<file path="src/rtl/bale_pkg.sv">
// Shared constants, codes and controller/datapath interface types for the array list engine.
package bale_pkg;

    // List geometry
    localparam int CAPACITY = 8;
    localparam int IDX_W    = (CAPACITY > 1) ? $clog2(CAPACITY) : 1;
    localparam int CNT_W    = $clog2(CAPACITY + 1);

    // Field widths of the stream payloads
    localparam int ACT_W    = 3;
    localparam int POS_W    = 4;
    localparam int VAL_W    = 32;
    localparam int STAT_W   = 2;
    localparam int FILL_W   = 4;
    localparam int CMP_W    = (CNT_W > POS_W) ? CNT_W : POS_W;

    // Packed stream widths, rounded up to whole bytes
    localparam int IN_TDATA_W  = ((POS_W + VAL_W + 7) / 8) * 8;
    localparam int OUT_DATA_W  = 1 + VAL_W + FILL_W + 1 + 1;
    localparam int OUT_TDATA_W = ((OUT_DATA_W + 7) / 8) * 8;

    typedef enum logic [ACT_W-1:0] {
        ACT_APPEND = 3'd0,
        ACT_INSERT = 3'd1,
        ACT_FRONT  = 3'd2,
        ACT_DELETE = 3'd3,
        ACT_SEARCH = 3'd4,
        ACT_SORT   = 3'd5,
        ACT_READ   = 3'd6,
        ACT_NOP    = 3'd7
    } t_action;

    typedef enum logic [STAT_W-1:0] {
        ST_OK        = 2'd0,
        ST_FULL      = 2'd1,
        ST_MISSING   = 2'd2,
        ST_BAD_INDEX = 2'd3
    } t_status;

    // One datapath micro-operation per cycle
    typedef enum logic [4:0] {
        OP_NONE,
        OP_LATCH,
        OP_INS_INIT,
        OP_SCAN_INIT,
        OP_SORT_INIT,
        OP_RD_POS,
        OP_RD_CAPTURE,
        OP_RD_KM1,
        OP_WR_K_SHIFT,
        OP_INS_PUT,
        OP_RD_K,
        OP_K_INC,
        OP_RD_K1,
        OP_DEL_WR,
        OP_DEL_DONE,
        OP_RD_I,
        OP_HOLD_LD,
        OP_RD_J,
        OP_SORT_CMP,
        OP_SORT_PUT
    } t_dp_op;

    typedef enum logic [3:0] {
        S_IDLE,
        S_DECODE,
        S_SHIFT_UP_RD,
        S_SHIFT_UP_WR,
        S_SCAN_RD,
        S_SCAN_CMP,
        S_DEL_RD,
        S_DEL_WR,
        S_SORT_I_RD,
        S_SORT_I_LD,
        S_SORT_J_RD,
        S_SORT_J_CMP,
        S_READ_WAIT,
        S_FINISH
    } t_state;

    typedef struct packed {
        t_dp_op  op;
        logic    status_set;
        t_status status;
        logic    found_set;
        logic    out_load;
    } t_dp_cmd;

    typedef struct packed {
        t_action action;
        logic    full;
        logic    pos_gt_cnt;
        logic    pos_ge_cnt;
        logic    k_gt_tgt;
        logic    k_lt_cnt;
        logic    k1_lt_cnt;
        logic    i_lt_cnt;
        logic    j_lt_cnt;
        logic    match;
    } t_dp_stat;

    typedef struct packed {
        t_status           status;
        logic              found;
        logic [VAL_W-1:0]  read_value;
        logic [FILL_W-1:0] fill_count;
        logic              is_full;
        logic              is_empty;
    } t_result;

endpackage

</file>
<file path="src/rtl/bale_datapath.sv">
// Datapath: entry memory, fill count, index counters, compare logic and result register.
module bale_datapath (
    input  logic                      i_clk,
    input  logic                      i_rst_n,
    input  logic [bale_pkg::ACT_W-1:0] i_action,
    input  logic [bale_pkg::POS_W-1:0] i_pos,
    input  logic [bale_pkg::VAL_W-1:0] i_value,
    input  bale_pkg::t_dp_cmd         i_cmd,
    output bale_pkg::t_dp_stat        o_stat,
    output bale_pkg::t_result         o_result
);

    localparam int CNT_W = bale_pkg::CNT_W;
    localparam int IDX_W = bale_pkg::IDX_W;
    localparam int CMP_W = bale_pkg::CMP_W;
    localparam int VAL_W = bale_pkg::VAL_W;

    // Entry memory, no reset: entries above the count are never read
    logic [VAL_W-1:0] r_mem [bale_pkg::CAPACITY];
    logic [VAL_W-1:0] r_rdata;

    bale_pkg::t_action      r_action;
    logic [bale_pkg::POS_W-1:0] r_pos;
    logic [VAL_W-1:0]       r_value;
    logic [CNT_W-1:0]       r_count;
    logic [CNT_W-1:0]       r_k;
    logic [CNT_W-1:0]       r_i;
    logic [CNT_W-1:0]       r_j;
    logic [CNT_W-1:0]       r_tgt;
    logic [VAL_W-1:0]       r_hold;
    bale_pkg::t_status      r_status;
    logic                   r_found;
    logic [VAL_W-1:0]       r_rd;
    bale_pkg::t_result      r_result;

    logic [CMP_W-1:0]       pos_x;
    logic [CMP_W-1:0]       count_x;
    logic [CNT_W-1:0]       k_m1;
    logic [CNT_W-1:0]       k_p1;
    logic [CNT_W:0]         k_p1_wide;
    logic                   greater;
    logic                   wr_en;
    logic [IDX_W-1:0]       wr_addr;
    logic [VAL_W-1:0]       wr_data;
    logic                   rd_en;
    logic [IDX_W-1:0]       rd_addr;
    logic [CNT_W-1:0]       tgt_sel;

    // Comparisons and neighbouring indexes
    assign pos_x     = CMP_W'(r_pos);
    assign count_x   = CMP_W'(r_count);
    assign k_m1      = r_k - 1'b1;
    assign k_p1_wide = (CNT_W+1)'(r_k) + (CNT_W+1)'(1);
    assign k_p1      = k_p1_wide[CNT_W-1:0];
    assign greater   = $signed(r_hold) > $signed(r_rdata);

    always_comb begin
        o_stat.action     = r_action;
        o_stat.full       = (r_count == CNT_W'(bale_pkg::CAPACITY));
        o_stat.pos_gt_cnt = (pos_x > count_x);
        o_stat.pos_ge_cnt = (pos_x >= count_x);
        o_stat.k_gt_tgt   = (r_k > r_tgt);
        o_stat.k_lt_cnt   = (r_k < r_count);
        o_stat.k1_lt_cnt  = (k_p1_wide < (CNT_W+1)'(r_count));
        o_stat.i_lt_cnt   = (r_i < r_count);
        o_stat.j_lt_cnt   = (r_j < r_count);
        o_stat.match      = (r_rdata == r_value);
    end

    // Insert target: the end for append, zero for front, the given index otherwise
    always_comb begin
        case (r_action)
            bale_pkg::ACT_APPEND: tgt_sel = r_count;
            bale_pkg::ACT_FRONT:  tgt_sel = '0;
            default:              tgt_sel = CNT_W'(r_pos);
        endcase
    end

    // Memory port selection
    always_comb begin
        wr_en   = 1'b0;
        wr_addr = r_k[IDX_W-1:0];
        wr_data = r_rdata;
        rd_en   = 1'b0;
        rd_addr = r_k[IDX_W-1:0];
        case (i_cmd.op)
            bale_pkg::OP_RD_POS: begin
                rd_en   = 1'b1;
                rd_addr = pos_x[IDX_W-1:0];
            end
            bale_pkg::OP_RD_KM1: begin
                rd_en   = 1'b1;
                rd_addr = k_m1[IDX_W-1:0];
            end
            bale_pkg::OP_RD_K: begin
                rd_en   = 1'b1;
            end
            bale_pkg::OP_RD_K1: begin
                rd_en   = 1'b1;
                rd_addr = k_p1[IDX_W-1:0];
            end
            bale_pkg::OP_RD_I: begin
                rd_en   = 1'b1;
                rd_addr = r_i[IDX_W-1:0];
            end
            bale_pkg::OP_RD_J: begin
                rd_en   = 1'b1;
                rd_addr = r_j[IDX_W-1:0];
            end
            bale_pkg::OP_WR_K_SHIFT, bale_pkg::OP_DEL_WR: begin
                wr_en   = 1'b1;
            end
            bale_pkg::OP_INS_PUT: begin
                wr_en   = 1'b1;
                wr_addr = r_tgt[IDX_W-1:0];
                wr_data = r_value;
            end
            bale_pkg::OP_SORT_PUT: begin
                wr_en   = 1'b1;
                wr_addr = r_i[IDX_W-1:0];
                wr_data = r_hold;
            end
            bale_pkg::OP_SORT_CMP: begin
                wr_en   = greater;
                wr_addr = r_j[IDX_W-1:0];
                wr_data = r_hold;
            end
            default: begin
                wr_en   = 1'b0;
            end
        endcase
    end

    // Memory with registered read
    always_ff @(posedge i_clk) begin
        if (wr_en) begin
            r_mem[wr_addr] <= wr_data;
        end
        if (rd_en) begin
            r_rdata <= r_mem[rd_addr];
        end
    end

    // Fill count
    always_ff @(posedge i_clk) begin
        if (!i_rst_n) begin
            r_count <= '0;
        end else if (i_cmd.op == bale_pkg::OP_INS_PUT) begin
            r_count <= r_count + 1'b1;
        end else if (i_cmd.op == bale_pkg::OP_DEL_DONE) begin
            r_count <= r_count - 1'b1;
        end
    end

    // Request capture, counters and working register
    always_ff @(posedge i_clk) begin
        case (i_cmd.op)
            bale_pkg::OP_LATCH: begin
                r_action <= bale_pkg::t_action'(i_action);
                r_pos    <= i_pos;
                r_value  <= i_value;
            end
            bale_pkg::OP_INS_INIT: begin
                r_k   <= r_count;
                r_tgt <= tgt_sel;
            end
            bale_pkg::OP_SCAN_INIT:  r_k <= '0;
            bale_pkg::OP_WR_K_SHIFT: r_k <= k_m1;
            bale_pkg::OP_K_INC:      r_k <= k_p1;
            bale_pkg::OP_DEL_WR:     r_k <= k_p1;
            bale_pkg::OP_SORT_INIT:  r_i <= '0;
            bale_pkg::OP_HOLD_LD: begin
                r_hold <= r_rdata;
                r_j    <= r_i + 1'b1;
            end
            bale_pkg::OP_SORT_CMP: begin
                if (greater) begin
                    r_hold <= r_rdata;
                end
                r_j <= r_j + 1'b1;
            end
            bale_pkg::OP_SORT_PUT: r_i <= r_i + 1'b1;
            default: begin
            end
        endcase
    end

    // Outcome of the current request
    always_ff @(posedge i_clk) begin
        if (i_cmd.op == bale_pkg::OP_LATCH) begin
            r_status <= bale_pkg::ST_OK;
            r_found  <= 1'b0;
            r_rd     <= '0;
        end else begin
            if (i_cmd.status_set) begin
                r_status <= i_cmd.status;
            end
            if (i_cmd.found_set) begin
                r_found <= 1'b1;
            end
            if (i_cmd.op == bale_pkg::OP_RD_CAPTURE) begin
                r_rd <= r_rdata;
            end
        end
    end

    // Result register towards the output stream
    always_ff @(posedge i_clk) begin
        if (i_cmd.out_load) begin
            r_result.status     <= r_status;
            r_result.found      <= r_found;
            r_result.read_value <= r_rd;
            r_result.fill_count <= bale_pkg::FILL_W'(r_count);
            r_result.is_full    <= (r_count == CNT_W'(bale_pkg::CAPACITY));
            r_result.is_empty   <= (r_count == '0);
        end
    end

    assign o_result = r_result;

endmodule

</file>
<file path="src/rtl/bale_controller.sv">
// Controller: sequences each request through datapath micro-operations and owns the handshakes.
module bale_controller (
    input  logic               i_clk,
    input  logic               i_rst_n,
    input  logic               i_in_valid,
    output logic               o_in_ready,
    output logic               o_out_valid,
    input  logic               i_out_ready,
    input  bale_pkg::t_dp_stat i_stat,
    output bale_pkg::t_dp_cmd  o_cmd
);

    bale_pkg::t_state r_state;
    bale_pkg::t_state n_state;
    logic             r_out_valid;
    logic             n_out_valid;
    logic             slot_free;

    assign o_in_ready  = (r_state == bale_pkg::S_IDLE);
    assign o_out_valid = r_out_valid;
    assign slot_free   = !r_out_valid || i_out_ready;

    // State and output valid registers
    always_ff @(posedge i_clk) begin
        if (!i_rst_n) begin
            r_state     <= bale_pkg::S_IDLE;
            r_out_valid <= 1'b0;
        end else begin
            r_state     <= n_state;
            r_out_valid <= n_out_valid;
        end
    end

    // Next state and datapath commands
    always_comb begin
        n_state          = r_state;
        o_cmd.op         = bale_pkg::OP_NONE;
        o_cmd.status_set = 1'b0;
        o_cmd.status     = bale_pkg::ST_OK;
        o_cmd.found_set  = 1'b0;
        o_cmd.out_load   = 1'b0;
        n_out_valid      = r_out_valid && !i_out_ready;
        case (r_state)
            bale_pkg::S_IDLE: begin
                if (i_in_valid) begin
                    o_cmd.op = bale_pkg::OP_LATCH;
                    n_state  = bale_pkg::S_DECODE;
                end
            end
            bale_pkg::S_DECODE: begin
                case (i_stat.action)
                    bale_pkg::ACT_APPEND, bale_pkg::ACT_INSERT, bale_pkg::ACT_FRONT: begin
                        if (i_stat.full) begin
                            o_cmd.status_set = 1'b1;
                            o_cmd.status     = bale_pkg::ST_FULL;
                            n_state          = bale_pkg::S_FINISH;
                        end else if (i_stat.action == bale_pkg::ACT_INSERT &&
                                     i_stat.pos_gt_cnt) begin
                            o_cmd.status_set = 1'b1;
                            o_cmd.status     = bale_pkg::ST_BAD_INDEX;
                            n_state          = bale_pkg::S_FINISH;
                        end else begin
                            o_cmd.op = bale_pkg::OP_INS_INIT;
                            n_state  = bale_pkg::S_SHIFT_UP_RD;
                        end
                    end
                    bale_pkg::ACT_DELETE, bale_pkg::ACT_SEARCH: begin
                        o_cmd.op = bale_pkg::OP_SCAN_INIT;
                        n_state  = bale_pkg::S_SCAN_RD;
                    end
                    bale_pkg::ACT_SORT: begin
                        o_cmd.op = bale_pkg::OP_SORT_INIT;
                        n_state  = bale_pkg::S_SORT_I_RD;
                    end
                    bale_pkg::ACT_READ: begin
                        if (i_stat.pos_ge_cnt) begin
                            o_cmd.status_set = 1'b1;
                            o_cmd.status     = bale_pkg::ST_BAD_INDEX;
                            n_state          = bale_pkg::S_FINISH;
                        end else begin
                            o_cmd.op = bale_pkg::OP_RD_POS;
                            n_state  = bale_pkg::S_READ_WAIT;
                        end
                    end
                    default: begin
                        n_state = bale_pkg::S_FINISH;
                    end
                endcase
            end
            // Move entries up one place, from the top down to the target
            bale_pkg::S_SHIFT_UP_RD: begin
                if (i_stat.k_gt_tgt) begin
                    o_cmd.op = bale_pkg::OP_RD_KM1;
                    n_state  = bale_pkg::S_SHIFT_UP_WR;
                end else begin
                    o_cmd.op = bale_pkg::OP_INS_PUT;
                    n_state  = bale_pkg::S_FINISH;
                end
            end
            bale_pkg::S_SHIFT_UP_WR: begin
                o_cmd.op = bale_pkg::OP_WR_K_SHIFT;
                n_state  = bale_pkg::S_SHIFT_UP_RD;
            end
            // Linear search for the first equal entry
            bale_pkg::S_SCAN_RD: begin
                if (i_stat.k_lt_cnt) begin
                    o_cmd.op = bale_pkg::OP_RD_K;
                    n_state  = bale_pkg::S_SCAN_CMP;
                end else begin
                    o_cmd.status_set = 1'b1;
                    o_cmd.status     = bale_pkg::ST_MISSING;
                    n_state          = bale_pkg::S_FINISH;
                end
            end
            bale_pkg::S_SCAN_CMP: begin
                if (i_stat.match) begin
                    o_cmd.found_set = 1'b1;
                    if (i_stat.action == bale_pkg::ACT_DELETE) begin
                        n_state = bale_pkg::S_DEL_RD;
                    end else begin
                        n_state = bale_pkg::S_FINISH;
                    end
                end else begin
                    o_cmd.op = bale_pkg::OP_K_INC;
                    n_state  = bale_pkg::S_SCAN_RD;
                end
            end
            // Close the gap left by a deleted entry
            bale_pkg::S_DEL_RD: begin
                if (i_stat.k1_lt_cnt) begin
                    o_cmd.op = bale_pkg::OP_RD_K1;
                    n_state  = bale_pkg::S_DEL_WR;
                end else begin
                    o_cmd.op = bale_pkg::OP_DEL_DONE;
                    n_state  = bale_pkg::S_FINISH;
                end
            end
            bale_pkg::S_DEL_WR: begin
                o_cmd.op = bale_pkg::OP_DEL_WR;
                n_state  = bale_pkg::S_DEL_RD;
            end
            // Exchange sort: hold entry i, swap with each smaller later entry
            bale_pkg::S_SORT_I_RD: begin
                if (i_stat.i_lt_cnt) begin
                    o_cmd.op = bale_pkg::OP_RD_I;
                    n_state  = bale_pkg::S_SORT_I_LD;
                end else begin
                    n_state = bale_pkg::S_FINISH;
                end
            end
            bale_pkg::S_SORT_I_LD: begin
                o_cmd.op = bale_pkg::OP_HOLD_LD;
                n_state  = bale_pkg::S_SORT_J_RD;
            end
            bale_pkg::S_SORT_J_RD: begin
                if (i_stat.j_lt_cnt) begin
                    o_cmd.op = bale_pkg::OP_RD_J;
                    n_state  = bale_pkg::S_SORT_J_CMP;
                end else begin
                    o_cmd.op = bale_pkg::OP_SORT_PUT;
                    n_state  = bale_pkg::S_SORT_I_RD;
                end
            end
            bale_pkg::S_SORT_J_CMP: begin
                o_cmd.op = bale_pkg::OP_SORT_CMP;
                n_state  = bale_pkg::S_SORT_J_RD;
            end
            bale_pkg::S_READ_WAIT: begin
                o_cmd.op = bale_pkg::OP_RD_CAPTURE;
                n_state  = bale_pkg::S_FINISH;
            end
            // Hand the outcome over once the output register is free
            bale_pkg::S_FINISH: begin
                if (slot_free) begin
                    o_cmd.out_load = 1'b1;
                    n_out_valid    = 1'b1;
                    n_state        = bale_pkg::S_IDLE;
                end
            end
            default: begin
                n_state = bale_pkg::S_IDLE;
            end
        endcase
    end

endmodule

</file>
<file path="src/rtl/bounded_array_list_engine.sv">
// Top level of the bounded array list engine: stream ports, controller and datapath.
//
// Requests arrive on the slave stream: tuser carries the action, tdata the
// position and value. Each request produces exactly one result on the master
// stream: tuser carries the status, tdata the found flag, read value, fill
// count and the full and empty flags.
// One request is worked on at a time; the slave side is ready only while the
// controller is idle. A result waits in the output register while the next
// request is taken in; it is overwritten only after being taken.
// Append, insert and insert front move each entry from the top down to the
// target up one place; search and delete scan from the front for the first
// equal entry; read fetches the entry at the position; sort holds each entry
// in turn against every later one. The entry memory has a single registered
// read port, one read and one write per step. Rejected requests touch no entry.
// Reset empties the list; entries themselves are not cleared. When the
// receiver stalls, a finished result holds and the block waits before
// loading the next one.
module bounded_array_list_engine (
    input  logic                               i_clk,
    input  logic                               i_rst_n,
    input  logic                               i_s_axis_tvalid,
    output logic                               o_s_axis_tready,
    // [3:0] position, [35:4] value, [39:36] zero
    input  logic [bale_pkg::IN_TDATA_W-1:0]    i_s_axis_tdata,
    // [2:0] action
    input  logic [bale_pkg::ACT_W-1:0]         i_s_axis_tuser,
    output logic                               o_m_axis_tvalid,
    input  logic                               i_m_axis_tready,
    // [0] found, [32:1] read_value, [36:33] fill_count, [37] is_full,
    // [38] is_empty, [39] zero
    output logic [bale_pkg::OUT_TDATA_W-1:0]   o_m_axis_tdata,
    // [1:0] status
    output logic [bale_pkg::STAT_W-1:0]        o_m_axis_tuser
);

    bale_pkg::t_dp_cmd  cmd;
    bale_pkg::t_dp_stat stat;
    bale_pkg::t_result  result;

    bale_controller u_ctrl (
        .i_clk       (i_clk),
        .i_rst_n     (i_rst_n),
        .i_in_valid  (i_s_axis_tvalid),
        .o_in_ready  (o_s_axis_tready),
        .o_out_valid (o_m_axis_tvalid),
        .i_out_ready (i_m_axis_tready),
        .i_stat      (stat),
        .o_cmd       (cmd)
    );

    bale_datapath u_dp (
        .i_clk    (i_clk),
        .i_rst_n  (i_rst_n),
        .i_action (i_s_axis_tuser),
        .i_pos    (i_s_axis_tdata[bale_pkg::POS_W-1:0]),
        .i_value  (i_s_axis_tdata[bale_pkg::POS_W +: bale_pkg::VAL_W]),
        .i_cmd    (cmd),
        .o_stat   (stat),
        .o_result (result)
    );

    // Result packing
    assign o_m_axis_tuser = result.status;
    assign o_m_axis_tdata = bale_pkg::OUT_TDATA_W'({result.is_empty, result.is_full,
                                                    result.fill_count, result.read_value,
                                                    result.found});

`ifndef NO_ASSERTIONS
    // A taken request keeps the slave side closed in the next cycle
    a_busy_after_request: assert property (@(posedge i_clk) disable iff (!i_rst_n)
        (i_s_axis_tvalid && o_s_axis_tready) |=> !o_s_axis_tready)
        else $error("slave side ready right after a request was taken");

    // The list can never be full and empty at once
    a_full_empty: assert property (@(posedge i_clk) disable iff (!i_rst_n)
        o_m_axis_tvalid |-> !(result.is_full && result.is_empty))
        else $error("result reports full and empty together");

    // A full-list rejection is only reported when the list is full
    a_full_status: assert property (@(posedge i_clk) disable iff (!i_rst_n)
        (o_m_axis_tvalid && result.status == bale_pkg::ST_FULL) |-> result.is_full)
        else $error("full status on a list that is not full");

    // Fill count never passes the capacity
    a_count_bound: assert property (@(posedge i_clk) disable iff (!i_rst_n)
        o_m_axis_tvalid |-> (result.fill_count <= bale_pkg::FILL_W'(bale_pkg::CAPACITY)))
        else $error("fill count above capacity");
`endif

endmodule
</file>
<file path="config.mk">
export PLATFORM = sky130hd
export DESIGN_NAME = bounded_array_list_engine
export DESIGN_NICKNAME = d
export VERILOG_FILES = /design/src/rtl/bale_pkg.sv /design/src/rtl/bale_datapath.sv /design/src/rtl/bale_controller.sv /design/src/rtl/bounded_array_list_engine.sv
export SDC_FILE = /design/constraint.sdc
export NUM_CORES = 1
export LEC_CHECK = 0
export BUFFER_PORTS_ARGS = -buffer_cell sky130_fd_sc_hd__buf_4
export CAP_MARGIN = 20
export CELL_PAD_IN_SITES_DETAIL_PLACEMENT = 1
export CELL_PAD_IN_SITES_GLOBAL_PLACEMENT = 1
export CORE_UTILIZATION = 40
export CTS_BUF_LIST = sky130_fd_sc_hd__clkbuf_16
export DETAILED_ROUTE_END_ITERATION = 16
export GPL_TIMING_DRIVEN = 0
export HOLD_SLACK_MARGIN = 0.15
export PLACE_DENSITY_LB_ADDON = 0.3
export SLEW_MARGIN = 20
export SYNTH_ARGS = -nofsm -noshare
export SYNTH_HDL_FRONTEND = slang
export SYNTH_SLANG_ARGS = --single-unit
</file>
<file path="constraint.sdc">
create_clock -name i_clk -period 10.75 [get_ports i_clk]
set_input_delay 3.225 -clock i_clk [delete_from_list [all_inputs] [get_ports i_clk]]
set_output_delay 3.225 -clock i_clk [all_outputs]
set_load 0.03 [all_outputs]
</file>
==> metrics.log <==
[metrics] reg2reg end: u_dp.r_rdata[17]
[metrics] Internal: 4110 µW
[metrics] switching share of power: 36.0%
[metrics] static leakage: 0.00830 µW
[metrics] gate family responsible for the most delay along the worst path: simple AND/OR/NAND/NOR gates
[metrics] number of routed nets with antenna violations: 0
[metrics] maximum operating frequency: 0.191 GHz
[metrics] Min Clock Period, post-route: 5230 ps
[metrics] maximum VDD drop: 0.000123 V
[metrics] part of the total power dissipated in sequential elements: 41.3%
[metrics] sequential cell area fraction in the yosys report: 67.8%
[metrics] Clk pin slew, worst setup/hold paths: 60 ps
[metrics] portion of total power attributed to the clock network: 26.9%
[metrics] Distinct cells, synth: 73
[metrics] initial cell density of the core: 40.9%
[metrics] max-capacitance violation count: 0
[metrics] First-pass DRT Iterations: 5
[metrics] share of the synthesized area in the top cell type: 63.4%
[metrics] sink count of the clock tree: 460
[metrics] Rows: 80
[metrics] power per unit of standard cell area: 277 nW/µm²
[metrics] cell at the slowest stage of the critical path: sky130_fd_sc_hd__nor2_1
[metrics] Post-Synthesis Net Count: 1564
[metrics] via-per-instance ratio: 5.47
[metrics] core region area: 48100 µm²
[metrics] antenna cell count: 0
[metrics] total of flip-flops plus latches after synthesis: 460
[metrics] layout overhead on the synthesized area: 17.7%
[metrics] floorplan die width: 224 µm
[metrics] data required time at the worst endpoint: 7530 ps
[metrics] vertical extent of the die: 224 µm
[metrics] period utilization: 48.7%
[metrics] DRC violation count after routing: 0
[metrics] clock latency reported for the late side of the worst-skew pair: 630 ps
[metrics] CP Max Fanout: 10
[metrics] total negative slack for setup checks: 0 ps
[metrics] Finish-stage setup viols: 0
[metrics] post-cts resize count: 0
[metrics] Final Instance Area: 23200 µm²
[metrics] endpoint with the worst hold slack: u_dp.o_result[19]
[metrics] commonest register cell after synthesis: sky130_fd_sc_hd__edfxtp_1
[metrics] async set-reset flop share out of synthesis: 0%
[metrics] arrival time of data at the critical path endpoint: 2010 ps
[metrics] layout cell share with drive strength beyond 1: 13.3%
[metrics] Warnings, synthesis: 0
[metrics] average cell area after synthesis: 13.5 µm²
[metrics] ranking of synthesized cells by area: sky130_fd_sc_hd__edfxtp_1 63%, sky130_fd_sc_hd__mux2i_1 5.1%, sky130_fd_sc_hd__dfxtp_1 4.5%
[metrics] Worst Skew: 42.1 ps
[metrics] proportion of power drawn by combinational gates: 31.8%
[metrics] max-slew violation count: 0
[metrics] r2r setup slk: 5770 ps
[metrics] Min-Delay Startpoint: u_dp.r_rd[13]
[metrics] instance count of the mapped netlist: 1458
[metrics] pre-CTS worst setup slack: 5790 ps
[metrics] hold_buf cts: 0
[metrics] switching power of the nets: 2310 µW
[metrics] number of enable-type register cells in the synthesized netlist: 416
[metrics] number of hold violations in the final report: 0
[metrics] cells along the critical path: buf_2 -> nor2_1 -> nand2_1 -> inv_1 -> buf_4
[metrics] Boundary Pins: 91
[metrics] most common library cell in the layout ignoring fill and taps: sky130_fd_sc_hd__edfxtp_1
[metrics] WL/cell: 23.5 µm
[metrics] routed via count: 12600
[metrics] CTS Buffer Depth: 3
[metrics] startpoint kind of the worst setup timing path: flip-flop
[metrics] number of buffers added by the clock tree synthesis step: 48
[metrics] Overall Global Routing Usage: 21.9%
[metrics] worst reg2reg path startpoint: u_dp.r_k[1]
[metrics] number of nets in the final layout: 1711
[metrics] type of the worst setup path: reg -> out
[metrics] total grt overflow: 0
[metrics] final wirelength: 54000 µm
[metrics] hold slack: 428 ps
[metrics] unrepaired setup endpoints after global routing: no
[metrics] Synth area leader: sky130_fd_sc_hd__edfxtp_1
[metrics] highest-count cells in the layout ignoring fill and taps: 416 x sky130_fd_sc_hd__edfxtp_1, 178 x sky130_fd_sc_hd__nand2_1, 101 x sky130_fd_sc_hd__mux2i_1
[metrics] pin count of the biggest net entering global routing: 33
[metrics] Die Outline Area: 50200 µm²
[metrics] DR iter-0 viols: 1096
[metrics] clock tree root driver cell: sky130_fd_sc_hd__clkbuf_16
[metrics] Setup Fix Bufs, Post-CTS: 0
[metrics] run status: finished, final reports clean
[metrics] CP Buf/Inv Count: 3
[metrics] path class of the lowest-slack min-delay path: reg -> reg
[metrics] Hold Path Depth: 0
[metrics] Worst Max-Slew Pin Slew: 1130 ps
[metrics] minimum setup slack in the final design: 5520 ps
[metrics] delay of the slowest cell on the worst path: 400 ps
[metrics] crit path capture type: output pin
[metrics] Final Wtd Congestion: 0.932
[metrics] initial antenna violation count: 0
[metrics] Slew headroom: 24.6%
[metrics] netlist area before placement: 19700 µm²
[metrics] global-route wire length before repair: 81600 µm
[metrics] detailed-placement wirelength estimate: 38800 µm
[metrics] Cell Area, Placed: 21500 µm²
[metrics] number of levels in the clock H-tree: 2
[metrics] utilization after layout: 48.2%
[metrics] cell depth of the worst flop-to-flop path: 13
[metrics] via count of the first global-routing pass: 13200
[metrics] TritonCTS clock tree: done
[metrics] number of buffers inserted by port buffering: 85
==> metal layers <==
layer,vias up,global-route usage (%),part of all wire [%]
li1,5755,-,-
met5,-,0,0
met2,347,35.5,47
met4,0,6.54,2.3
met1,6411,30.7,45
met3,70,2.66,5.2
==> state kept, by name (all words and copies together) (netlist names), 32 cells and up <==
register       flops
u_dp.r_rdata      32
u_dp.r_hold       32
u_dp.o_result     41
u_dp.r_value      32
u_dp.r_rd         32
u_dp.r_mem       256
==> synthesized netlist by cell type (31+ instances only) <==
| cell | number |
|---|---|
| sky130_fd_sc_hd__edfxtp_1 | 416 |
| sky130_fd_sc_hd__nand2_1 | 178 |
| sky130_fd_sc_hd__mux2i_1 | 101 |
| sky130_fd_sc_hd__nor2_1 | 82 |
| sky130_fd_sc_hd__a21oi_1 | 64 |
| sky130_fd_sc_hd__ha_1 | 58 |
| sky130_fd_sc_hd__inv_1 | 57 |
| sky130_fd_sc_hd__nand3_1 | 47 |
| sky130_fd_sc_hd__dfxtp_1 | 44 |
| sky130_fd_sc_hd__xnor2_1 | 41 |
| sky130_fd_sc_hd__clkbuf_1 | 38 |
| sky130_fd_sc_hd__a22oi_1 | 35 |
| sky130_fd_sc_hd__o21ai_1 | 32 |
| sky130_fd_sc_hd__or3_1 | 32 |
| sky130_fd_sc_hd__o2bb2ai_1 | 31 |
==> power groups by stage <==
| stage | clock network (µW) | logic, µW | registers, µW |
|---|---|---|---|
| global route | 1820 | 2220 | 2670 |
| detailed placement | 0 | 2030 | 2680 |
| global placement | 0 | 1900 | 2690 |
| floorplan | 0 | 1310 | 2590 |
| CTS | 1760 | 2040 | 2650 |
| finish | 1730 | 2040 | 2650 |
==> kinds of logic (layout without fill, tap and decap cells) <==
kind of cell             after synthesis  count (layout)  share of synthesized area [%]
other                                  1               1                         0.0190
XOR/XNOR                              44              44                           1.96
multiplexers                         101             101                           5.13
flip-flops                           460             460                           67.8
adder cells (fa/ha/maj)               59              59                           3.78
AO/OA/AOI/OAI                        251             251                           8.58
buffers and inverters                124             311                           2.69
AND/OR/NAND/NOR                      418             418                           10.0
==> layout make-up <==
type                            count  area [µm²]
Clock buffer                       50        1250
Multi-Input combinational cell    874        5890
Buffer                             65         309
Inverter                           59         221
Timing Repair Buffer               97         923
Tap cell                          656         821
Sequential cell                   460       13400
Clock inverter                     40         420
Fill cell                        4849       24900
==> how the worst max path moves through the flow <==
stage | startpoint | endpoint | slack (ps) | depth (start not counted)
floorplan | i_m_axis_tready | u_dp.o_result[0] | 5100 | 2
global placement | u_dp.count_x[1] | u_dp.r_mem[3][23] | 4020 | 11
detailed placement | i_s_axis_tvalid | u_dp.r_value[28] | 5790 | 5
CTS | u_ctrl.r_state[2] | o_s_axis_tready | 5540 | 5
global route | u_ctrl.r_state[2] | o_s_axis_tready | 5420 | 5
finish | u_ctrl.r_state[2] | o_s_axis_tready | 5520 | 5
==> metrics by stage <==
step	cells	total power [µW]
floorplan	1458	3900
CTS	2301	6450
finish	2301	6420
global placement	2199	4590
global route	2301	6710
detailed placement	2211	4710
Power figures use the tool's default switching activity.
